==> config.mk <==
export PLATFORM = sky130hd
export DESIGN_NAME = postfix_stack_evaluator_top_flat
export DESIGN_NICKNAME = d
export VERILOG_FILES = /design/src/pse_pkg.sv /design/src/pse_if.sv /design/src/pse_div.sv /design/src/pse_datapath.sv /design/src/pse_ctrl.sv /design/src/postfix_stack_evaluator_top.sv /design/src/flat_wrapper.sv
export SDC_FILE = /design/constraint.sdc
export NUM_CORES = 1
export LEC_CHECK = 0
export BUFFER_PORTS_ARGS = -buffer_cell sky130_fd_sc_hd__buf_2
export CORE_MARGIN = 2
export CORE_UTILIZATION = 30
export CTS_CLUSTER_DIAMETER = 150
export CTS_CLUSTER_SIZE = 8
export DETAILED_ROUTE_END_ITERATION = 10
export PLACE_DENSITY = 0.53
export SLEW_MARGIN = 25
export SYNTH_ARGS = -nofsm -noshare
export SYNTH_HDL_FRONTEND = slang
export SYNTH_SLANG_ARGS = --single-unit
export TNS_END_PERCENT = 1
==> constraint.sdc <==
create_clock -name clk -period 13.33 [get_ports clk]
set_input_delay 2.666 -clock clk [delete_from_list [all_inputs] [get_ports clk]]
set_output_delay 2.666 -clock clk [all_outputs]
set_load 0.02 [all_outputs]
==> src/pse_pkg.sv <==
// pse_pkg: shared constants, codes and controller/datapath structs for the
// postfix stack evaluator. No dependencies.

package pse_pkg;

  localparam int STACK_DEPTH_DEF = 128;
  localparam int VALUE_WIDTH_DEF = 8;
  localparam int SYMBOL_W        = 8;
  localparam int OUT_VALUE_W     = 8;
  localparam int ERROR_W         = 2;

  localparam logic [SYMBOL_W-1:0] SYM_ZERO  = 8'h30;  // '0'
  localparam logic [SYMBOL_W-1:0] SYM_PLUS  = 8'h2B;  // '+'
  localparam logic [SYMBOL_W-1:0] SYM_MINUS = 8'h2D;  // '-'
  localparam logic [SYMBOL_W-1:0] SYM_STAR  = 8'h2A;  // '*'
  localparam logic [SYMBOL_W-1:0] SYM_SLASH = 8'h2F;  // '/'

  typedef enum logic [ERROR_W-1:0] {
    ERR_NONE      = 2'd0,
    ERR_UNDERFLOW = 2'd1,
    ERR_DIV_ZERO  = 2'd2,
    ERR_OVERFLOW  = 2'd3
  } err_code_t;

  // controller -> datapath
  typedef struct packed {
    logic      load_item;
    logic      push_sym;
    logic      push_res;
    logic      rd_second;
    logic      cap_rhs;
    logic      cap_lhs;
    logic      alu_exec;
    logic      div_take;
    logic      set_err;
    err_code_t err;
    logic      emit;
  } pse_cmd_t;

  // datapath -> controller
  typedef struct packed {
    logic is_op;
    logic last;
    logic lt2;
    logic full;
    logic div_op;
    logic rhs_zero;
    logic div_done;
    logic out_full;
  } pse_stat_t;

endpackage

==> src/pse_if.sv <==
// pse_if: valid/ready channel interfaces for expression symbols and results.
// Depends on pse_pkg.

interface pse_in_if import pse_pkg::*; ();
  logic                valid;
  logic                ready;
  logic [SYMBOL_W-1:0] symbol;
  logic                last;

  modport source (output valid, output symbol, output last, input ready);
  modport sink   (input valid, input symbol, input last, output ready);
endinterface

interface pse_out_if import pse_pkg::*; ();
  logic                          valid;
  logic                          ready;
  logic signed [OUT_VALUE_W-1:0] value;
  logic        [ERROR_W-1:0]     error;

  modport source (output valid, output value, output error, input ready);
  modport sink   (input valid, input value, input error, output ready);
endinterface

==> src/pse_div.sv <==
// pse_div: iterative signed truncating divider, one quotient bit per cycle.
// Depends on pse_pkg (imported for house consistency only through parameters).

module pse_div import pse_pkg::*; #(
  parameter int VALUE_WIDTH = VALUE_WIDTH_DEF
) (
  input  logic                   clk,
  input  logic                   rst,
  input  logic                   start,
  input  logic [VALUE_WIDTH-1:0] dividend,
  input  logic [VALUE_WIDTH-1:0] divisor,
  output logic                   done,
  output logic [VALUE_WIDTH-1:0] quotient
);

  localparam int W     = VALUE_WIDTH;
  localparam int CNT_W = $clog2(W + 1);

  logic [W-1:0]     rem;
  logic [W-1:0]     q;
  logic [W-1:0]     dvs;
  logic             neg;
  logic [CNT_W-1:0] cnt;
  logic             busy;

  logic [W-1:0] abs_dividend;
  logic [W-1:0] abs_divisor;
  logic [W:0]   rem_sh;
  logic [W:0]   diff;

  assign abs_dividend = dividend[W-1] ? (~dividend + W'(1)) : dividend;
  assign abs_divisor  = divisor[W-1]  ? (~divisor + W'(1))  : divisor;
  assign rem_sh       = {rem, q[W-1]};
  assign diff         = rem_sh - {1'b0, dvs};
  assign quotient     = neg ? (~q + W'(1)) : q;

  always_ff @(posedge clk) begin
    if (rst) begin
      busy <= 1'b0;
      done <= 1'b0;
      cnt  <= '0;
    end else if (start) begin
      busy <= 1'b1;
      done <= 1'b0;
      cnt  <= '0;
    end else if (busy) begin
      cnt <= cnt + CNT_W'(1);
      if (cnt == CNT_W'(W - 1)) begin
        busy <= 1'b0;
        done <= 1'b1;
      end
    end else begin
      done <= 1'b0;
    end
  end

  always_ff @(posedge clk) begin
    if (start) begin
      rem <= '0;
      q   <= abs_dividend;
      dvs <= abs_divisor;
      neg <= dividend[W-1] ^ divisor[W-1];
    end else if (busy) begin
      if (!diff[W]) begin
        rem <= diff[W-1:0];
        q   <= {q[W-2:0], 1'b1};
      end else begin
        rem <= rem_sh[W-1:0];
        q   <= {q[W-2:0], 1'b0};
      end
    end
  end

endmodule

==> src/pse_datapath.sv <==
// pse_datapath: operand stack memory, count, sticky error, ALU, divider and
// output register. Depends on pse_pkg and pse_div.

module pse_datapath import pse_pkg::*; #(
  parameter int STACK_DEPTH = STACK_DEPTH_DEF,
  parameter int VALUE_WIDTH = VALUE_WIDTH_DEF
) (
  input  logic                          clk,
  input  logic                          rst,
  input  pse_cmd_t                      cmd,
  output pse_stat_t                     stat,
  input  logic [SYMBOL_W-1:0]           symbol_in,
  input  logic                          last_in,
  input  logic                          out_ready,
  output logic                          out_valid,
  output logic signed [OUT_VALUE_W-1:0] out_value,
  output logic [ERROR_W-1:0]            out_error
);

  localparam int W      = VALUE_WIDTH;
  localparam int ADDR_W = $clog2(STACK_DEPTH);
  localparam int CNT_W  = $clog2(STACK_DEPTH + 1);

  typedef enum logic [1:0] {ALU_ADD, ALU_SUB, ALU_MUL, ALU_DIV} alu_op_t;

  logic [W-1:0]        mem [STACK_DEPTH];
  logic [W-1:0]        rdata;
  logic [SYMBOL_W-1:0] symbol;
  logic                last;
  logic [CNT_W-1:0]    count;
  err_code_t           err;
  logic [W-1:0]        rhs;
  logic [W-1:0]        lhs;
  logic [W-1:0]        res;

  alu_op_t      alu_op;
  logic         is_op;
  logic [ADDR_W-1:0] rd_addr;
  logic [ADDR_W-1:0] wr_addr;
  logic [W-1:0] sym_val;
  logic [W-1:0] wdata;
  logic         we;
  logic [W-1:0] prod;
  logic         div_start;
  logic         div_done;
  logic [W-1:0] quotient;

  always_comb begin
    case (symbol)
      SYM_PLUS:  alu_op = ALU_ADD;
      SYM_MINUS: alu_op = ALU_SUB;
      SYM_STAR:  alu_op = ALU_MUL;
      default:   alu_op = ALU_DIV;
    endcase
  end

  assign is_op = (symbol == SYM_PLUS) || (symbol == SYM_MINUS) ||
                 (symbol == SYM_STAR) || (symbol == SYM_SLASH);

  // count wraps to 0 in the address bits only when the depth is a power of two
  assign rd_addr = cmd.rd_second ? (count[ADDR_W-1:0] - ADDR_W'(2))
                                 : (count[ADDR_W-1:0] - ADDR_W'(1));
  assign wr_addr = count[ADDR_W-1:0];
  assign sym_val = W'(symbol) - W'(SYM_ZERO);
  assign wdata   = cmd.push_sym ? sym_val : res;
  assign we      = cmd.push_sym || cmd.push_res;
  assign prod    = W'(lhs * rhs);

  assign div_start = cmd.alu_exec && (alu_op == ALU_DIV) && (rhs != '0);

  pse_div #(.VALUE_WIDTH(W)) u_div (
    .clk      (clk),
    .rst      (rst),
    .start    (div_start),
    .dividend (lhs),
    .divisor  (rhs),
    .done     (div_done),
    .quotient (quotient)
  );

  always_ff @(posedge clk) begin
    if (we) begin
      mem[wr_addr] <= wdata;
    end
    rdata <= mem[rd_addr];
  end

  always_ff @(posedge clk) begin
    if (cmd.load_item) begin
      symbol <= symbol_in;
      last   <= last_in;
    end
    if (cmd.cap_rhs) begin
      rhs <= rdata;
    end
    if (cmd.cap_lhs) begin
      lhs <= rdata;
    end
    if (cmd.alu_exec) begin
      case (alu_op)
        ALU_ADD: res <= lhs + rhs;
        ALU_SUB: res <= lhs - rhs;
        ALU_MUL: res <= prod;
        default: res <= '0;  // divide by zero pushes 0
      endcase
    end else if (cmd.div_take) begin
      res <= quotient;
    end
  end

  always_ff @(posedge clk) begin
    if (rst) begin
      count     <= '0;
      err       <= ERR_NONE;
      out_valid <= 1'b0;
    end else begin
      if (cmd.emit) begin
        count <= '0;
        err   <= ERR_NONE;
      end else begin
        if (we) begin
          count <= count + CNT_W'(1);
        end else if (cmd.cap_lhs) begin
          count <= count - CNT_W'(2);
        end
        if (cmd.set_err && (err == ERR_NONE)) begin
          err <= cmd.err;
        end
      end
      if (cmd.emit) begin
        out_valid <= 1'b1;
      end else if (out_ready) begin
        out_valid <= 1'b0;
      end
    end
  end

  always_ff @(posedge clk) begin
    if (cmd.emit) begin
      out_value <= (count == '0) ? '0 : OUT_VALUE_W'(rdata);
      out_error <= ((count == '0) && (err == ERR_NONE)) ? ERR_UNDERFLOW : err;
    end
  end

  assign stat.is_op    = is_op;
  assign stat.last     = last;
  assign stat.lt2      = (count < CNT_W'(2));
  assign stat.full     = (count == CNT_W'(STACK_DEPTH));
  assign stat.div_op   = (alu_op == ALU_DIV);
  assign stat.rhs_zero = (rhs == '0);
  assign stat.div_done = div_done;
  assign stat.out_full = out_valid;

endmodule

==> src/pse_ctrl.sv <==
// pse_ctrl: sequencing state machine for the postfix stack evaluator.
// Depends on pse_pkg.

module pse_ctrl import pse_pkg::*; (
  input  logic      clk,
  input  logic      rst,
  input  logic      in_valid,
  output logic      in_ready,
  input  pse_stat_t stat,
  output pse_cmd_t  cmd
);

  typedef enum logic [3:0] {
    S_IDLE,
    S_DECODE,
    S_POP_RHS,
    S_POP_LHS,
    S_EXEC,
    S_ALU,
    S_DIV,
    S_PUSH,
    S_CHECK,
    S_FIN_READ,
    S_FIN_EMIT
  } state_t;

  state_t state;
  state_t state_next;

  assign in_ready = (state == S_IDLE);

  always_comb begin
    cmd        = '0;
    cmd.err    = ERR_NONE;
    state_next = state;
    case (state)
      S_IDLE: begin
        if (in_valid) begin
          cmd.load_item = 1'b1;
          state_next    = S_DECODE;
        end
      end
      S_DECODE: begin
        if (stat.is_op) begin
          if (stat.lt2) begin
            cmd.set_err = 1'b1;
            cmd.err     = ERR_UNDERFLOW;
            state_next  = S_CHECK;
          end else begin
            state_next = S_POP_RHS;
          end
        end else begin
          if (stat.full) begin
            cmd.set_err = 1'b1;
            cmd.err     = ERR_OVERFLOW;
          end else begin
            cmd.push_sym = 1'b1;
          end
          state_next = S_CHECK;
        end
      end
      S_POP_RHS: begin
        state_next = S_POP_LHS;
      end
      S_POP_LHS: begin
        cmd.rd_second = 1'b1;
        cmd.cap_rhs   = 1'b1;
        state_next    = S_EXEC;
      end
      S_EXEC: begin
        cmd.cap_lhs = 1'b1;
        state_next  = S_ALU;
      end
      S_ALU: begin
        cmd.alu_exec = 1'b1;
        if (stat.div_op && stat.rhs_zero) begin
          cmd.set_err = 1'b1;
          cmd.err     = ERR_DIV_ZERO;
          state_next  = S_PUSH;
        end else if (stat.div_op) begin
          state_next = S_DIV;
        end else begin
          state_next = S_PUSH;
        end
      end
      S_DIV: begin
        if (stat.div_done) begin
          cmd.div_take = 1'b1;
          state_next   = S_PUSH;
        end
      end
      S_PUSH: begin
        if (stat.full) begin
          cmd.set_err = 1'b1;
          cmd.err     = ERR_OVERFLOW;
        end else begin
          cmd.push_res = 1'b1;
        end
        state_next = S_CHECK;
      end
      S_CHECK: begin
        state_next = stat.last ? S_FIN_READ : S_IDLE;
      end
      S_FIN_READ: begin
        state_next = S_FIN_EMIT;
      end
      S_FIN_EMIT: begin
        // hold the top-of-stack read until the output register is free
        if (!stat.out_full) begin
          cmd.emit   = 1'b1;
          state_next = S_IDLE;
        end
      end
      default: begin
        state_next = S_IDLE;
      end
    endcase
  end

  always_ff @(posedge clk) begin
    if (rst) begin
      state <= S_IDLE;
    end else begin
      state <= state_next;
    end
  end

endmodule

==> src/postfix_stack_evaluator_top.sv <==
// postfix_stack_evaluator_top: postfix expression evaluator, one symbol per
// transaction. Depends on pse_pkg, pse_if, pse_ctrl, pse_datapath, pse_div.
//
//   channel  modport  payload          transaction
//   expr     sink     symbol, last     one expression character
//   result   source   value, error     one per character with last set
//
// An operator reads its two operands through the registered stack read, runs
// in the ALU or the one-bit-per-cycle divider and pushes its result; an item
// with last set then reads the top of stack into the output register. One
// item is in flight at a time; the output register lets the next item be
// taken while a result waits. A stalled result holds the evaluator only when
// another result is due. Synchronous reset clears the stack count, the error
// and the output valid; stack contents need no clearing.

module postfix_stack_evaluator_top import pse_pkg::*; #(
  parameter int STACK_DEPTH = STACK_DEPTH_DEF,
  parameter int VALUE_WIDTH = VALUE_WIDTH_DEF
) (
  input logic         clk,
  input logic         rst,
  pse_in_if.sink      expr,
  pse_out_if.source   result
);

  pse_cmd_t  cmd;
  pse_stat_t stat;

  pse_ctrl u_ctrl (
    .clk      (clk),
    .rst      (rst),
    .in_valid (expr.valid),
    .in_ready (expr.ready),
    .stat     (stat),
    .cmd      (cmd)
  );

  pse_datapath #(
    .STACK_DEPTH (STACK_DEPTH),
    .VALUE_WIDTH (VALUE_WIDTH)
  ) u_datapath (
    .clk       (clk),
    .rst       (rst),
    .cmd       (cmd),
    .stat      (stat),
    .symbol_in (expr.symbol),
    .last_in   (expr.last),
    .out_ready (result.ready),
    .out_valid (result.valid),
    .out_value (result.value),
    .out_error (result.error)
  );

  a_busy_after_accept: assert property (@(posedge clk) disable iff (rst)
    (expr.valid && expr.ready) |=> !expr.ready)
    else $error("evaluator took a second symbol straight after a transaction");

  a_no_push_when_full: assert property (@(posedge clk) disable iff (rst)
    (cmd.push_sym || cmd.push_res) |-> !stat.full)
    else $error("push issued onto a full stack");

  a_result_from_emit: assert property (@(posedge clk) disable iff (rst)
    $rose(result.valid) |-> $past(cmd.emit))
    else $error("result valid rose without an emit command");

endmodule

==> src/flat_wrapper.sv <==
// flat-port wrapper written by rule: the top's interface ports become plain ports
module postfix_stack_evaluator_top_flat import pse_pkg::*;
#(
  parameter int STACK_DEPTH = STACK_DEPTH_DEF,
  parameter int VALUE_WIDTH = VALUE_WIDTH_DEF
)
  (clk, rst, expr_valid, expr_symbol, expr_last, expr_ready, result_valid, result_value, result_error, result_ready);
  pse_in_if expr_i ();
  pse_out_if result_i ();
  input logic clk;
  input logic rst;
  input wire logic [$bits(expr_i.valid)-1:0] expr_valid;
  input wire logic [$bits(expr_i.symbol)-1:0] expr_symbol;
  input wire logic [$bits(expr_i.last)-1:0] expr_last;
  output wire logic [$bits(expr_i.ready)-1:0] expr_ready;
  output wire logic [$bits(result_i.valid)-1:0] result_valid;
  output wire logic [$bits(result_i.value)-1:0] result_value;
  output wire logic [$bits(result_i.error)-1:0] result_error;
  input wire logic [$bits(result_i.ready)-1:0] result_ready;
  assign expr_i.valid = expr_valid;
  assign expr_i.symbol = expr_symbol;
  assign expr_i.last = expr_last;
  assign expr_ready = expr_i.ready;
  assign result_valid = result_i.valid;
  assign result_value = result_i.value;
  assign result_error = result_i.error;
  assign result_i.ready = result_ready;
  postfix_stack_evaluator_top #(.STACK_DEPTH(STACK_DEPTH), .VALUE_WIDTH(VALUE_WIDTH)) u_core (.clk(clk), .rst(rst), .expr(expr_i), .result(result_i));
endmodule
==> impl_metrics.toml <==
[outcome]
outcome = "complete, no violations"

[finish]
fill_count = 14300
num_antenna_cells = 0
layout_common_cells = "1084 x sky130_fd_sc_hd__edfxtp_1, 254 x sky130_fd_sc_hd__nand2_1, 237 x sky130_fd_sc_hd__mux4_2"
finalNetCount = 2788
area_growth_from_synthesis_to_layout_pct = 15.4
post_route_cells_drive_above_1_share_pct = 18.6
mostFrequentLayoutCell = "sky130_fd_sc_hd__edfxtp_1"
design_area_sq_mm = 0.0530

[floorplanning]
io-pin-count = 25
fp.dieW_um = 395
core_region_area_sq_mm = 0.152
initial_core_util_pct = 30.2
floorplan.die_area_sq_mm = 0.156
die_y_um = 395
num_rows = 143

[synth]
mappedNetlistNets = 2698
yosysWarnings = 0
async_flop_share_pct = 0
avgSynthCellArea_sq_um = 17.5
synth_enable_flop_cells = 1084
gate_count_after_technology_mapping = 2626
synth_seq_area_share_pct = 72.5
synth_top_flop_cell = "sky130_fd_sc_hd__edfxtp_1"
synth_cell_types = 60
syn-cell-area_sq_mm = 0.0459
seq_cells_post_synth = 1121

[clock_network]
clk_root_buffer_cell = "sky130_fd_sc_hd__clkbuf_16"
clock_sinks = 1121
cts_tree = "yes"
post_cts_resized = 0
clkLatencyLatePin_ns = 0.77
h_tree_lvl_count = 4
cts.clk_slew.worst_paths_ns = 0.05
holdBufCountCts = 0
post_cts.repair.setup_buffers = 0
cts-buffers-inserted = 158
clockBufferDepth = 3

[setup_path]
arrival_ns = 5.79
reg2reg_depth = 11
critical_path_buf_inv_count = 4
critical-path-top-delay-family = "buffers and inverters"
worst_path_largest_cell_delay_ns = 0.80
worst_path_max_fanout = 47
worstSetupEndpointType = "flip-flop"
setup.worst_path.class = "reg2reg"
crit_slowest_cell = "sky130_fd_sc_hd__buf_4"
critical_path_data_required_time_ns = 13.92
crit_top_cell = "sky130_fd_sc_hd__buf_4"
crit_chain = "nor4bb_4 -> buf_4 -> xnor2_2 -> buf_4 -> buf_4 -> buf_4 -> mux4_2 -> o22ai_1 -> a211oi_1 -> nor4_1 -> nand3_1"
critPathLaunchType = "flip-flop"
worstReg2RegStart = "u_core.u_ctrl.state[1]$_SDFFE_PP0P_"
r2r_end = "u_core.u_datapath.rdata[1]$_DFF_P_"
rrSetupSlack_ns = 8.13

[power]
p_sw_share_pct = 27.9
total_switching_power_mw = 2.65
p_per_area_mw_per_mm2 = 179
clockPowerShare_pct = 38.3
p_comb_share_pct = 18.5
design_power_total_mw = 9.51
power.leakage_nw = 16.9
vdd.ir_drop.worst_v = 0.000109
p_seq_share_pct = 43.2
cell_internal_pwr_mw = 6.86

[sta]
grt_setup_unrepaired = "false"
post-route-min-period_ns = 5.20
max_slew.worst_pin.slew_ns = 1.12
finalMaxSlewViolations = 0
fin_worst_hold_slack_ns = 0.470
endpoints_failing_hold = 0
setup_tns_final_ns = 0
post-route-period-util_pct = 39.0
clock.fmax_mhz = 192
setup_viol_count_final = 0
slew_headroom_pct = 25.2
post_route_worst_setup_slack_ns = 8.13
clock-skew-final_ns = 0.0341

[detailed_routing]
detail_route.vias_per_cell = 4.99
vias = 24000
per_cell_routed_wire_length_um = 24.5
detail_route.iter0.violations = 2426
routed_wl_mm = 118
drc = 0
detail_route.first_pass.iterations = 6
route.antenna.remaining_nets = 0

[grt]
grt_util_all_layers_pct = 15.0
antenna_found_initial = 2
grt_pass1_wl_mm = 171
via_count_of_the_first_global_routing_pass = 24400
globalRouteOverflowTotal = 0
grt_start_max_net_pins = 95

[placed_design]
detailed_place_hpwl_mm = 71.3
detailed_place.area_sq_mm = 0.0485
dp_slack_ns = 8.05
finalWeightedCongestion = 0.814
buffer_ports.inserted = 24

[hold_path]
hold_path_startpoint = "u_core.u_datapath.err[0]$_SDFFE_PP0P_"
hold_end = "u_core.u_datapath.err[0]$_SDFFE_PP0P_"
min_path_type = "reg2reg"
timing.hold.worst_path_depth = 2

[job]
drv.max_cap_violation_count = 0
## worst min-delay path, stage by stage (launching register included)
cell and delay [ns]:
sky130_fd_sc_hd__dfxtp_1 0.32, sky130_fd_sc_hd__a21oi_1 0.04, sky130_fd_sc_hd__nor2_1 0.07
## worst max-delay path by stage
stage | cells past startpoint | slack [ns] | startpoint | endpoint
final | 11 | 8.13 | u_core.u_ctrl.state[1]$_SDFFE_PP0P_ | u_core.u_datapath.rdata[1]$_DFF_P_
after CTS | 11 | 8.03 | u_core.u_ctrl.state[1]$_SDFFE_PP0P_ | u_core.u_datapath.rdata[1]$_DFF_P_
after floorplan | 8 | 5.58 | u_core.u_datapath.count[4]$_SDFFE_PP0N_ | u_core.u_datapath.mem[0][7]$_DFFE_PP_
after detailed placement | 11 | 8.05 | u_core.u_ctrl.state[1]$_SDFFE_PP0P_ | u_core.u_datapath.rdata[1]$_DFF_P_
after global routing | 11 | 7.65 | u_core.u_ctrl.state[1]$_SDFFE_PP0P_ | u_core.u_datapath.rdata[1]$_DFF_P_
after global placement | 10 | 8.00 | u_core.u_ctrl.state[1]$_SDFFE_PP0P_ | u_core.u_datapath.rdata[1]$_DFF_P_
## per-layer routing
metal  global-route usage, %  routed length (um)  vias to the layer above
met1                    20.9               52000                    12600
met3                    4.39                9210                      140
met4                    4.05                2200                        0
met2                    23.0               54200                      795
met5                       0                   0                        -
li1                        -                   -                    10500
## cells in the mapped netlist, drive strengths merged, types with 23 or more instances
cell / count / share of area (%)
edfxtp: 1084 / 71
nand2: 254 / 2.1
mux4: 237 / 12
nor2: 176 / 1.4
a21oi: 74 / 0.81
nand3: 74 / 0.81
clkbuf: 72 / 0.59
mux2i: 71 / 1.6
buf: 61 / 0.65
inv: 57 / 0.47
o21ai: 51 / 0.56
xnor2: 46 / 0.88
ha: 45 / 1.2
dfxtp: 37 / 1.6
xor2: 24 / 0.46
o22ai: 23 / 0.31
## stage by stage
step                      cells  utilization (%)
final                      4807             34.9
after global routing       4807             34.9
after CTS                  4806             34.8
after detailed placement   4585             31.9
after global placement     4584             31.9
after floorplan            2626                -
## final cells by class
class,count,area [sq um],area share (%)
clock buffer,207,4180,7.89
clock inverter,14,267,0.503
sequential,1121,33300,62.8
timing repair buffer,63,465,0.878
multi-input combinational,1315,12000,22.7
inverter,57,214,0.404
tap,2030,2540,4.79
## flip-flops by register name, summed over array words and instances (netlist names), 8 cells and up
name                         cells
u_core.u_datapath.rdata          8
u_core.u_datapath.mem         1024
u_core.u_datapath.res            8
u_core.u_datapath.u_div.dvs      8
u_core.u_datapath.u_div.q        8
u_core.u_datapath.rhs            8
u_core.u_datapath.count          8
u_core.u_datapath.u_div.rem      8
u_core.u_datapath.lhs            8
u_core.u_datapath.out_value      8
u_core.u_datapath.symbol         8
## power by group through the flow
stage          Combinational, mW  Clock (mW)  Sequential [mW]
2_1_floorplan               1.16           0             4.15
3_3_place_gp                1.77           0             4.17
3_5_place_dp                1.78           0             4.17
4_1_cts                     1.78        3.72             4.10
5_1_grt                     1.88        3.87             4.11
6_report                    1.75        3.65             4.11
## logic make-up (layout without fill, tap and decap cells)
| family | Yosys count | count (layout) | share of synthesized area [%] |
|---|---|---|---|
| adders and majority gates | 59 | 59 | 1.84 |
| xor gates and xnor gates | 70 | 70 | 1.33 |
| AOI/OAI and AO/OA | 226 | 226 | 3.01 |
| buffers and inverters | 190 | 341 | 1.71 |
| muxes | 317 | 317 | 13.4 |
| and+or+nand+nor | 643 | 643 | 6.23 |
| DFF | 1121 | 1121 | 72.5 |
(Power assumes the default switching activity.)
